## config.mk

```make
export PLATFORM = sky130hd
export DESIGN_NAME = knob_volume_controller_unit
export DESIGN_NICKNAME = d
export VERILOG_FILES = /design/src/rtl/kvc_pkg.sv /design/src/rtl/kvc_decode.sv /design/src/rtl/kvc_level.sv /design/src/rtl/knob_volume_controller_unit.sv
export SDC_FILE = /design/constraint.sdc
export NUM_CORES = 1
export LEC_CHECK = 0
export BUFFER_PORTS_ARGS = -buffer_cell sky130_fd_sc_hd__buf_2
export CAP_MARGIN = 30
export CORE_MARGIN = 2
export CORE_UTILIZATION = 55
export CTS_BUF_LIST = sky130_fd_sc_hd__clkbuf_8
export CTS_CLUSTER_DIAMETER = 120
export CTS_CLUSTER_SIZE = 24
export DETAILED_ROUTE_END_ITERATION = 16
export PLACE_DENSITY = 0.72
export SLEW_MARGIN = 20
export SYNTH_ARGS = -nofsm -noshare
export SYNTH_HDL_FRONTEND = slang
export SYNTH_SLANG_ARGS = --single-unit
```

## constraint.sdc

```tcl
create_clock -name clk -period 13.8 [get_ports clk]
set_input_delay 2.07 -clock clk [delete_from_list [all_inputs] [get_ports clk]]
set_output_delay 2.07 -clock clk [all_outputs]
set_load 0.01 [all_outputs]
```

## src/rtl/kvc_pkg.sv

```systemverilog
// shared types, constants and the quadrature transition table for the knob volume controller
`timescale 1ns / 1ps
`default_nettype none
package kvc_pkg;

  localparam int unsigned VOL_W      = 7;
  localparam int unsigned OPA_W      = 8;
  localparam int unsigned GAP_W      = 10;
  localparam int unsigned HOLD_W     = 16;
  localparam int unsigned TIME_W     = 32;
  localparam int unsigned COUNT_W    = 32;
  localparam int unsigned DETENT_W   = COUNT_W - 2;
  localparam int unsigned DIFF_W     = 8;
  localparam int unsigned CFG_IDX_W  = 3;
  localparam int unsigned CFG_DATA_W = 16;
  localparam int unsigned IN_DATA_W  = 8;
  localparam int unsigned OUT_DATA_W = 24;

  localparam logic [VOL_W-1:0] VOL_MAX   = 7'd100;
  localparam logic [VOL_W-1:0] VOL_RESET = 7'd25;
  localparam logic [OPA_W-1:0] OPA_MAX   = 8'd255;

  // multiplier codes picked from the gap since the last detent change
  localparam logic signed [4:0] MULT_FAST   = 5'sd10;
  localparam logic signed [4:0] MULT_MEDIUM = 5'sd5;
  localparam logic signed [4:0] MULT_SLOW   = 5'sd2;
  localparam logic signed [4:0] MULT_UNIT   = 5'sd1;

  // history {prev_a, prev_b, a, b} to quarter step
  localparam logic signed [1:0] STEP_TABLE [0:15] = '{
    2'sd0, -2'sd1,  2'sd1,  2'sd0,
    2'sd1,  2'sd0,  2'sd0, -2'sd1,
   -2'sd1,  2'sd0,  2'sd0,  2'sd1,
    2'sd0,  2'sd1, -2'sd1,  2'sd0
  };

  typedef enum logic [CFG_IDX_W-1:0] {
    CFG_FAST_GAP   = 3'd0,
    CFG_MEDIUM_GAP = 3'd1,
    CFG_SLOW_GAP   = 3'd2,
    CFG_SHOW_HOLD  = 3'd3,
    CFG_FADE_IN    = 3'd4,
    CFG_FADE_OUT   = 3'd5
  } cfg_index_t;

  typedef struct packed {
    logic [GAP_W-1:0]  fast_gap;
    logic [GAP_W-1:0]  medium_gap;
    logic [GAP_W-1:0]  slow_gap;
    logic [HOLD_W-1:0] show_hold;
    logic [OPA_W-1:0]  fade_in_step;
    logic [OPA_W-1:0]  fade_out_step;
  } cfg_t;

  localparam cfg_t CFG_RESET = '{
    fast_gap:      10'd50,
    medium_gap:    10'd120,
    slow_gap:      10'd250,
    show_hold:     16'd2000,
    fade_in_step:  8'd51,
    fade_out_step: 8'd25
  };

  // detent event from the decoder; diff saturated to a range that still clamps the same
  typedef struct packed {
    logic                     changed;
    logic signed [DIFF_W-1:0] diff;
  } detent_evt_t;

  typedef struct packed {
    logic             popup_visible;
    logic [OPA_W-1:0] popup_opacity;
    logic             mute_on;
    logic             volume_changed;
    logic [VOL_W-1:0] volume_level;
  } result_t;

endpackage
`default_nettype wire

```

## src/rtl/kvc_decode.sv

```systemverilog
// quadrature decoder: pin history, quarter count and detent change detection
`timescale 1ns / 1ps
`default_nettype none
module kvc_decode (
  input  wire logic                 clk,
  input  wire logic                 rst_n,
  input  wire logic                 en,
  input  wire logic                 pin_a,
  input  wire logic                 pin_b,
  output kvc_pkg::detent_evt_t      evt
);
  import kvc_pkg::*;

  logic [3:0]                 hist_r, hist_nxt;
  logic [COUNT_W-1:0]         quarter_r, quarter_nxt;
  logic signed [DETENT_W-1:0] last_detent_r, detent_nxt;
  logic signed [DETENT_W:0]   diff_full;

  assign hist_nxt    = {hist_r[1:0], pin_a, pin_b};
  assign quarter_nxt = quarter_r + COUNT_W'($signed(STEP_TABLE[hist_nxt]));

  // divide by four toward zero: arithmetic shift, plus one for a negative with a remainder
  assign detent_nxt = $signed(quarter_nxt[COUNT_W-1:2])
                    + $signed({{(DETENT_W-1){1'b0}},
                               quarter_nxt[COUNT_W-1] & (|quarter_nxt[1:0])});

  assign diff_full = $signed({detent_nxt[DETENT_W-1], detent_nxt})
                   - $signed({last_detent_r[DETENT_W-1], last_detent_r});

  always_comb begin
    evt.changed = (detent_nxt != last_detent_r);
    if (diff_full > $signed((DETENT_W+1)'(127))) begin
      evt.diff = 8'sd127;
    end else if (diff_full < $signed(-(DETENT_W+1)'(127))) begin
      evt.diff = -8'sd127;
    end else begin
      evt.diff = diff_full[DIFF_W-1:0];
    end
  end

  always_ff @(posedge clk) begin
    if (!rst_n) begin
      hist_r        <= '0;
      quarter_r     <= '0;
      last_detent_r <= '0;
    end else if (en) begin
      hist_r        <= hist_nxt;
      quarter_r     <= quarter_nxt;
      last_detent_r <= detent_nxt;
    end
  end

endmodule
`default_nettype wire

```

## src/rtl/kvc_level.sv

```systemverilog
// volume, mute, tick time and popup fade state
`timescale 1ns / 1ps
`default_nettype none
module kvc_level (
  input  wire logic                 clk,
  input  wire logic                 rst_n,
  input  wire logic                 en,
  input  wire logic                 mute_toggle,
  input  wire kvc_pkg::detent_evt_t evt,
  input  wire kvc_pkg::cfg_t        cfg,
  output kvc_pkg::result_t          res
);
  import kvc_pkg::*;

  logic [TIME_W-1:0] tick_r, last_change_r;
  logic [VOL_W-1:0]  volume_r, volume_nxt;
  logic              muted_r, muted_nxt;
  logic [OPA_W-1:0]  opacity_r, opacity_nxt;
  logic              active_r, active_nxt;
  logic [TIME_W-1:0] gap, elapsed;
  logic signed [4:0] mult;
  logic signed [12:0] delta;
  logic signed [13:0] vol_sum;
  logic [OPA_W:0]    opa_up;

  assign gap     = tick_r - last_change_r;
  assign elapsed = evt.changed ? '0 : gap;

  always_comb begin
    if (gap < TIME_W'(cfg.fast_gap)) begin
      mult = MULT_FAST;
    end else if (gap < TIME_W'(cfg.medium_gap)) begin
      mult = MULT_MEDIUM;
    end else if (gap < TIME_W'(cfg.slow_gap)) begin
      mult = MULT_SLOW;
    end else begin
      mult = MULT_UNIT;
    end
  end

  // both operands widened first so the product keeps all of its bits
  assign delta   = 13'(evt.diff) * 13'(mult);
  assign vol_sum = $signed({7'b0, volume_r}) + 14'(delta);
  assign opa_up  = {1'b0, opacity_r} + {1'b0, cfg.fade_in_step};

  always_comb begin
    volume_nxt = volume_r;
    muted_nxt  = muted_r ^ mute_toggle;
    if (evt.changed) begin
      muted_nxt = 1'b0;
      if (vol_sum > $signed({7'b0, VOL_MAX})) begin
        volume_nxt = VOL_MAX;
      end else if (vol_sum < 14'sd0) begin
        volume_nxt = '0;
      end else begin
        volume_nxt = vol_sum[VOL_W-1:0];
      end
    end
  end

  always_comb begin
    opacity_nxt = opacity_r;
    active_nxt  = active_r | evt.changed;
    if (active_nxt) begin
      if (elapsed < TIME_W'(cfg.show_hold)) begin
        if (opacity_r != OPA_MAX) begin
          opacity_nxt = opa_up[OPA_W] ? OPA_MAX : opa_up[OPA_W-1:0];
        end
      end else if (opacity_r != '0) begin
        opacity_nxt = (opacity_r > cfg.fade_out_step) ? opacity_r - cfg.fade_out_step : '0;
      end else begin
        active_nxt = 1'b0;
      end
    end
  end

  always_comb begin
    res.volume_level   = volume_nxt;
    res.volume_changed = evt.changed;
    res.mute_on        = muted_nxt;
    res.popup_opacity  = opacity_nxt;
    res.popup_visible  = active_nxt;
  end

  always_ff @(posedge clk) begin
    if (!rst_n) begin
      tick_r        <= '0;
      last_change_r <= '0;
      volume_r      <= VOL_RESET;
      muted_r       <= 1'b0;
      opacity_r     <= '0;
      active_r      <= 1'b0;
    end else if (en) begin
      tick_r    <= tick_r + TIME_W'(1);
      volume_r  <= volume_nxt;
      muted_r   <= muted_nxt;
      opacity_r <= opacity_nxt;
      active_r  <= active_nxt;
      if (evt.changed) begin
        last_change_r <= tick_r;
      end
    end
  end

endmodule
`default_nettype wire

```

## src/rtl/knob_volume_controller_unit.sv

```systemverilog
// top level of the knob volume controller: input register, config registers, output register
`timescale 1ns / 1ps
`default_nettype none
// knob volume controller
// one input beat is one 1 ms tick: sampled quadrature pins a/b and a mute-toggle request.
// every input beat yields exactly one output beat with volume, change flag, mute flag,
// popup opacity and popup visibility after that tick.
// channels: in_* slave stream, out_* master stream, cfg_* register write channel
// (index 0 fast gap, 1 medium gap, 2 slow gap, 3 show hold, 4 fade in, 5 fade out;
// other indexes are dropped). cfg_ready is always high; write only while idle.
// an input beat is captured in the input register, then loaded into the output register,
// which holds it on out_* until out_tready takes it.
// throughput: one beat per cycle while out_tready is high; the tick is registered, then a
// single pass of compare, add and clamp logic updates the state and loads the output register.
// stall: the output register holds its beat while out_tready is low; the input
// register still takes one more beat, then in_tready drops until out_tready returns.
// reset (rst_n low, synchronous): volume 25, mute off, popup hidden at opacity 0,
// counters cleared, registers back to their defaults, both streams empty.
module knob_volume_controller_unit (
  input  wire logic                              clk,
  input  wire logic                              rst_n,
  // input stream
  input  wire logic                              in_tvalid,
  output logic                                   in_tready,
  input  wire logic [kvc_pkg::IN_DATA_W-1:0]     in_tdata,   // pin_a, pin_b, mute_toggle, zero pad
  // result stream
  output logic                                   out_tvalid,
  input  wire logic                              out_tready,
  output logic [kvc_pkg::OUT_DATA_W-1:0]         out_tdata,  // volume_level[6:0], volume_changed,
                                                             // mute_on, popup_opacity[7:0],
                                                             // popup_visible, zero pad
  // register writes
  input  wire logic                              cfg_valid,
  output logic                                   cfg_ready,
  input  wire logic [kvc_pkg::CFG_IDX_W-1:0]     cfg_index,
  input  wire logic [kvc_pkg::CFG_DATA_W-1:0]    cfg_data
);
  import kvc_pkg::*;

  cfg_t        cfg_r, cfg_nxt;
  logic        s1_valid_r;
  logic        s1_pin_a_r, s1_pin_b_r, s1_toggle_r;
  logic        advance;
  logic        out_valid_r;
  result_t     res_r;
  result_t     res;
  detent_evt_t evt;

  // tick moves from the input register into state and output register
  assign advance   = s1_valid_r & (~out_valid_r | out_tready);
  assign in_tready = ~s1_valid_r | advance;
  assign cfg_ready = 1'b1;

  // register write decode
  always_comb begin
    cfg_nxt = cfg_r;
    if (cfg_valid) begin
      unique case (cfg_index)
        CFG_FAST_GAP:   cfg_nxt.fast_gap      = cfg_data[GAP_W-1:0];
        CFG_MEDIUM_GAP: cfg_nxt.medium_gap    = cfg_data[GAP_W-1:0];
        CFG_SLOW_GAP:   cfg_nxt.slow_gap      = cfg_data[GAP_W-1:0];
        CFG_SHOW_HOLD:  cfg_nxt.show_hold     = cfg_data[HOLD_W-1:0];
        CFG_FADE_IN:    cfg_nxt.fade_in_step  = cfg_data[OPA_W-1:0];
        CFG_FADE_OUT:   cfg_nxt.fade_out_step = cfg_data[OPA_W-1:0];
        default:        cfg_nxt = cfg_r;
      endcase
    end
  end

  always_ff @(posedge clk) begin
    if (!rst_n) begin
      cfg_r <= CFG_RESET;
    end else begin
      cfg_r <= cfg_nxt;
    end
  end

  // input register
  always_ff @(posedge clk) begin
    if (!rst_n) begin
      s1_valid_r <= 1'b0;
    end else if (in_tready) begin
      s1_valid_r <= in_tvalid;
    end
  end

  always_ff @(posedge clk) begin
    if (in_tready & in_tvalid) begin
      s1_pin_a_r  <= in_tdata[0];
      s1_pin_b_r  <= in_tdata[1];
      s1_toggle_r <= in_tdata[2];
    end
  end

  kvc_decode u_decode (
    .clk   (clk),
    .rst_n (rst_n),
    .en    (advance),
    .pin_a (s1_pin_a_r),
    .pin_b (s1_pin_b_r),
    .evt   (evt)
  );

  kvc_level u_level (
    .clk         (clk),
    .rst_n       (rst_n),
    .en          (advance),
    .mute_toggle (s1_toggle_r),
    .evt         (evt),
    .cfg         (cfg_r),
    .res         (res)
  );

  // output register
  always_ff @(posedge clk) begin
    if (!rst_n) begin
      out_valid_r <= 1'b0;
    end else if (advance) begin
      out_valid_r <= 1'b1;
    end else if (out_tready) begin
      out_valid_r <= 1'b0;
    end
  end

  always_ff @(posedge clk) begin
    if (advance) begin
      res_r <= res;
    end
  end

  assign out_tvalid = out_valid_r;
  assign out_tdata  = {{(OUT_DATA_W - $bits(result_t)){1'b0}}, res_r};

endmodule
`default_nettype wire
```

==> out/qor.csv, run 1 <==
metric,value,unit
row cnt,68,
critical path buffer and inverter count,4,
DRT Pass-1 Iters,6,
fmax,77.7,MHz
drt wl/cell,16.4,µm
Final WS setup,923,ps
CTS Root Cell,clkbuf_8,
first-pass GRT wire length,80800,µm
CP max-delay cell,or4_1,
# Max-Cap Violations,0,
Max Slew Vio Count,0,
cell family with most CP delay,compound AO/OA/AOI/OAI gates,
number of port buffers,46,
Worst Setup SP,s1_pin_a_r,
Setup crit end kind,register,
area grow syn2layout,4.89,%
placed cell count,2937,
Starting Density,0.555,
kind of critical path,register to register,
routed vias/inst,5.89,
Final Non-Filler Cells,2962,
final instance area,19900,µm²
Hold Crit Class,register to register,
Fin. Hold Viols,0,
floorplan core area,34300,µm²
Post-synth EDFFs,21,
Hold Path Origin,u_level.last_change_r[14],
vias in the first global route,16700,
Clock Pin Slew Worst Setup and Hold Paths,160,ps
Netlist cell types,94,
hold_buf cts,0,
final setup vio count,0,
"most common cell after layout, fill and taps aside",nand2_1,
syn avg cell area,7.56,µm²
die height,190,µm
Worst setup SP type,register,
Synth Instances,2516,
CP max stage delay,580,ps
fin crit share,0.933,
Max Fanout on Critical Path,15,
Post-synth top flop,dfxtp_1,
Lkg Pwr,8.35,nW
"FFs w/ async S/R, synth",0,
ANT cells,0,
Tmin final,12880,ps
"wirelength, routed",48600,µm
pin count of the biggest net entering global routing,94,
I/O Pins,59,
"Clk Latency, worst-skew pair",570,ps
Max IR drop VDD,0.000187,V
fraction of layout cells with a size suffix above 1,0.0606,
Max Root-Sink Buffers,3,
Total GRT Usage,0.267,
"antenna viol nets, final",0,
GRT overflow,0,
DR vias,17500,
GP Congestion,0.918,
chip width,190,µm
total power,0.00262,W
antenna violations before repair,0,
Final Util,0.582,
CTS buffer count,13,
"worst slack, placed",198,ps
final clock skew,51.1,ps
initial drt markers,1017,
Slew @ Worst Pin,976,ps
Placed Instance Area,19600,µm²
RR Startpoint,s1_pin_a_r,
htree depth,1,
status,"complete, no violations",
Yosys reg bits,230,
Syn Std Cell Area,19000,µm²
Slew HR,0.333,
"commonest non-fill, non-tap cells in the layout","nand2_1, a21oi_1, inv_1, dfxtp_1, nor2_1",
"Warnings, synthesis",0,
CTS tree,yes,
"Arr. time, crit path",13170,ps
Required @ worst endpoint,14100,ps
die area,36100,µm²
power per cell area,132,nW/µm²
clk sinks,230,
placed wire-length estimate,36900,µm
Layout Nets,2749,
register area share after synthesis,0.253,
DRC viols,0,
repair_timing:
| action | CTS | global route |
|---|---|---|
| buffers inserted | 0 | 4 |
| endpoints found under the hold margin | 0 | 0 |
| setup endpoints to repair | 0 | 14 |
| gates resized for setup | 0 | 27 |
power by group:
group,internal [W],switching (W),leakage [nW]
Combinational,0.000637,0.000930,6.34
Sequential,0.000716,0.0000195,1.89
Clock,0.0000914,0.000230,0.121
Total,0.00144,0.00118,8.35
tightest hold or removal path: cells and delay by family (launching register included):
| family | cells | cell delay [ps] |
|---|---|---|
| DFF | 1 | 330 |
| and+or+nand+nor | 1 | 50 |
| AOI/OAI and AO/OA | 1 | 50 |
registers in the layout, indices dropped and copies added (netlist names), 2 cells and up:
| name | count |
|---|---|
| u_decode.hist_r | 2 |
| cfg_r | 62 |
| u_level.opacity_r | 8 |
| u_level.tick_r | 32 |
| u_decode.last_detent_r | 30 |
| u_decode.quarter_r | 32 |
| out_tdata | 18 |
| u_level.volume_r | 7 |
| u_level.last_change_r | 32 |
cell families (layout without fill, tap and decap cells):
| logic type | after synthesis | count (layout) | share of synthesized area |
|---|---|---|---|
| XOR/XNOR | 139 | 139 | 0.0640 |
| other | 2 | 7 | 0.000395 |
| flip-flops | 230 | 230 | 0.253 |
| buffers and inverters | 324 | 310 | 0.0665 |
| AND/OR/NAND/NOR | 904 | 904 | 0.226 |
| multiplexers | 16 | 16 | 0.00954 |
| adder cells (fa/ha/maj) | 214 | 214 | 0.152 |
| AO/OA/AOI/OAI | 687 | 687 | 0.228 |
metal layers:
metal,vias to the layer above,wire [µm],GRT usage
met2,327,23200,0.465
met4,0,1020,0.0656
met1,8248,22400,0.355
met3,63,1860,0.0240
li1,8819,-,-
met5,-,0,0
cells in the mapped netlist, types with 21 or more instances:
master / number / share of area
edfxtp_1: 21 / 0.033
and2_1: 24 / 0.0079
dfxtp_1: 209 / 0.22
nand4_1: 45 / 0.015
a21o_1: 44 / 0.017
xor2_1: 62 / 0.029
and3_1: 23 / 0.0076
nor2b_1: 23 / 0.0076
nand2_1: 370 / 0.073
nand2b_1: 26 / 0.0086
xnor2_1: 77 / 0.035
ha_1: 185 / 0.12
o21ai_0: 116 / 0.031
o21a_1: 22 / 0.0087
nor2_1: 189 / 0.037
a211oi_1: 50 / 0.020
clkbuf_1: 87 / 0.017
a21oi_1: 262 / 0.069
nor3_1: 36 / 0.0095
o211ai_1: 43 / 0.017
fa_1: 29 / 0.031
inv_1: 218 / 0.043
nand3_1: 62 / 0.016
layout make-up:
cell class	count	area (µm²)
Clock buffer	13	179
Clock inverter	6	33.8
Fill cell	3240	14300
Inverter	218	821
Multi-Input combinational cell	1967	13100
Sequential cell	230	4810
Tap cell	455	569
Timing Repair Buffer	73	449
per-stage QoR:
step,hold WS [ps],setup TNS [ps]
global route,481,-5.65
detailed placement,446,0
global placement,442,0
floorplan,436,0
finish,462,0
CTS,465,0
path summary, 6_finish.rpt:
path	endpoint	slack, ps	depth (start not counted)
hold reg to reg	u_level.last_change_r[14]	460	2
setup / recovery	out_tdata[3]	920	50
hold / removal	u_level.last_change_r[14]	460	2
setup reg to reg	out_tdata[3]	920	50
Note: power is estimated with default switching activity, not from simulation.
==> inputs of run 2 (changes only) <==
--- a/config.mk
+++ b/config.mk
@@ -7,13 +7,15 @@
 export LEC_CHECK = 0
 export BUFFER_PORTS_ARGS = -buffer_cell sky130_fd_sc_hd__buf_2
 export CAP_MARGIN = 30
+export CELL_PAD_IN_SITES_DETAIL_PLACEMENT = 1
+export CELL_PAD_IN_SITES_GLOBAL_PLACEMENT = 1
 export CORE_MARGIN = 2
-export CORE_UTILIZATION = 55
+export CORE_UTILIZATION = 35
 export CTS_BUF_LIST = sky130_fd_sc_hd__clkbuf_8
 export CTS_CLUSTER_DIAMETER = 120
 export CTS_CLUSTER_SIZE = 24
 export DETAILED_ROUTE_END_ITERATION = 16
-export PLACE_DENSITY = 0.72
+export PLACE_DENSITY_LB_ADDON = 0.1
 export SLEW_MARGIN = 20
 export SYNTH_ARGS = -nofsm -noshare
 export SYNTH_HDL_FRONTEND = slang
==> run 2 against run 1 <==
Clock skew grew 12 ps. Design area grew 3.6%. Final cell count grew 9.3%. Largest cell class unchanged. Global-route usage shrank 5.7 points.
==> out/qor.csv, run 2 (synthesized netlist as in run 1, its figures left out) <==
metric,value,unit,change
Max Root-Sink Buffers,3,,unchanged
area grow syn2layout,8.63,%,
Setup crit end kind,register,,
routed vias/inst,5.48,,-7.0%
kind of critical path,register to register,,
GRT overflow,0,,unchanged
r2r setup slk,720,ps,-200 ps
register name with the most flops,cfg_r,,
Hold Path Origin,u_decode.last_detent_r[8],,
CTS buffer count,15,,+2
Placed Instance Area,20000,µm²,+2.1%
Hold Crit Class,register to register,,
CP max-delay cell,or4b_2,,
placed wire-length estimate,45900,µm,+25%
Tmin final,13080,ps,+204 ps
cell repeated most along the worst path,buf_4,,
placed cell count,3193,,+8.7%
max reg flops,62,,unchanged
"wirelength, routed",59900,µm,+23%
die area,56200,µm²,+56%
Max Fanout on Critical Path,13,,-2
Max Slew Vio Count,0,,unchanged
"most common cell after layout, fill and taps aside",nand2_1,,
DRC viols,0,,unchanged
initial drt markers,679,,-33%
Lkg Pwr,8.54,nW,+2.2%
antenna violations before repair,4,,+4
power per cell area,136,nW/µm²,+3.5%
Clock Pin Slew Worst Setup and Hold Paths,170,ps,about the same
I/O Pins,59,,unchanged
hold_buf cts,0,,unchanged
worst hold endpoint,u_decode.last_detent_r[8],,
fillers,6611,,+100%
GP Congestion,0.850,,-7.4%
final clock skew,63.6,ps,+12.5 ps
cell family with most CP delay,compound AO/OA/AOI/OAI gates,,
Starting Density,0.353,,-0.201
final instance area,20700,µm²,+3.6%
row cnt,85,,+25%
hold slack,464,ps,+1.31 ps
Final Non-Filler Cells,3236,,+9.3%
Fin. Hold Viols,0,,unchanged
htree depth,1,,unchanged
Max IR drop VDD,0.000114,V,-39%
fraction of layout cells with a size suffix above 1,0.0788,,+0.0182
"commonest non-fill, non-tap cells in the layout","nand2_1, a21oi_1, inv_1, dfxtp_1, nor2_1",,
final setup vio count,0,,unchanged
status,"complete, no violations",,
number of port buffers,46,,unchanged
die height,237,µm,+25%
first-pass GRT wire length,96900,µm,+20%
clk sinks,230,,unchanged
"antenna viol nets, final",0,,unchanged
Layout Nets,2777,,+1.0%
DRT Pass-1 Iters,5,,-1
drt wl/cell,18.5,µm,+13%
fin crit share,0.948,,+0.0148
Slew @ Worst Pin,965,ps,-10.8 ps
CTS Root Cell,clkbuf_8,,
CP max stage delay,700,ps,+120 ps
# Max-Cap Violations,0,,unchanged
vias in the first global route,18400,,+10%
hold path depth,2,,unchanged
CTS tree,yes,,
total power,0.00281,W,+7.2%
"Arr. time, crit path",13560,ps,+390 ps
RR Startpoint,s1_pin_a_r,,
R2R Path End,out_tdata[6],,
FF-to-FF path depth,55,,+10%
DR vias,17700,,+1.7%
floorplan core area,53800,µm²,+57%
Total GRT Usage,0.209,,-0.0575
"Clk Latency, worst-skew pair",640,ps,+70 ps
pin count of the biggest net entering global routing,99,,+5.3%
Worst setup SP type,register,,
Setup TNS Final,0,ps,unchanged
Slew HR,0.353,,+0.0205
fmax,76.4,MHz,-1.6%
Required @ worst endpoint,14280,ps,+180 ps
critical path buffer and inverter count,11,,+7
chip width,237,µm,+25%
==> run 2: cell count changes in the layout (fill, tap and decap cells not counted), sizes merged <==
cell / before / now
buf: 73 / 97
clkbuf: 13 / 16
bufinv: 0 / 2
diode: 0 / 2
clkinvlp: 1 / 2
mux4: 1 / 2
==> run 2: worst reg2reg max path: cells and delay by family (launching register included) <==
kind,cells,cell delay [ps]
adder cells (fa/ha/maj),9,3170
XOR/XNOR,2,290
AO/OA/AOI/OAI,19,3480
flip-flops,1,440
AND/OR/NAND/NOR,12,2920
multiplexers,2,980
buffers and inverters,11,1690
==> run 2: power by group <==
| group | internal [W] | switching [W] | total (W) |
|---|---|---|---|
| clock | 0.000150 | 0.000281 | 0.000431 |
| combinational | 0.000663 | 0.000983 | 0.00165 |
| sequential | 0.000716 | 0.0000201 | 0.000736 |
| total | 0.00153 | 0.00128 | 0.00281 |
==> run 2: worst max-delay path by stage <==
stage	cells past startpoint	from	to	slack, ps
finish	55	s1_pin_a_r	out_tdata[6]	720
floorplan	49	s1_pin_a_r	out_tdata[4]	1540
CTS	49	s1_pin_a_r	out_tdata[0]	20
global placement	49	s1_pin_a_r	out_tdata[4]	160
global route	54	s1_pin_a_r	out_tdata[0]	-80
detailed placement	51	s1_pin_a_r	out_tdata[0]	-230
==> run 2: through the flow <==
step           setup slack [ps]  utilization
3_5_place_dp               -226        0.371
2_1_floorplan              1540            -
6_report                    719        0.384
3_3_place_gp                163        0.371
4_1_cts                    18.6        0.378
5_1_grt                   -76.1        0.384
==> run 2: what timing repair did <==
item,in CTS,in global routing
gates cloned,0,1
resized for setup,4,45
setup endpoints to repair,11,14
setup buffers,0,12
pin swaps,0,13
==> run 2: routing by layer <==
layer  vias up  part of all wire  GRT usage
met4         2             0.013     0.0354
met1      8668              0.49      0.280
met5         -           0.00022          0
met3        46             0.030     0.0194
li1       8859                 -          -
met2       171              0.47      0.370
==> run 2: cell type report <==
| cell class | count | area [µm²] | share of cell area |
|---|---|---|---|
| inverters | 218 | 823 | 0.0399 |
| diodes | 2 | 5.00 | 0.000242 |
| well taps | 696 | 871 | 0.0422 |
| clock buffers | 15 | 206 | 0.00999 |
| repair buffers | 98 | 629 | 0.0305 |
| flip-flops and latches | 230 | 4810 | 0.233 |
| clock inverters | 9 | 131 | 0.00636 |
| multi-input cells | 1968 | 13200 | 0.638 |
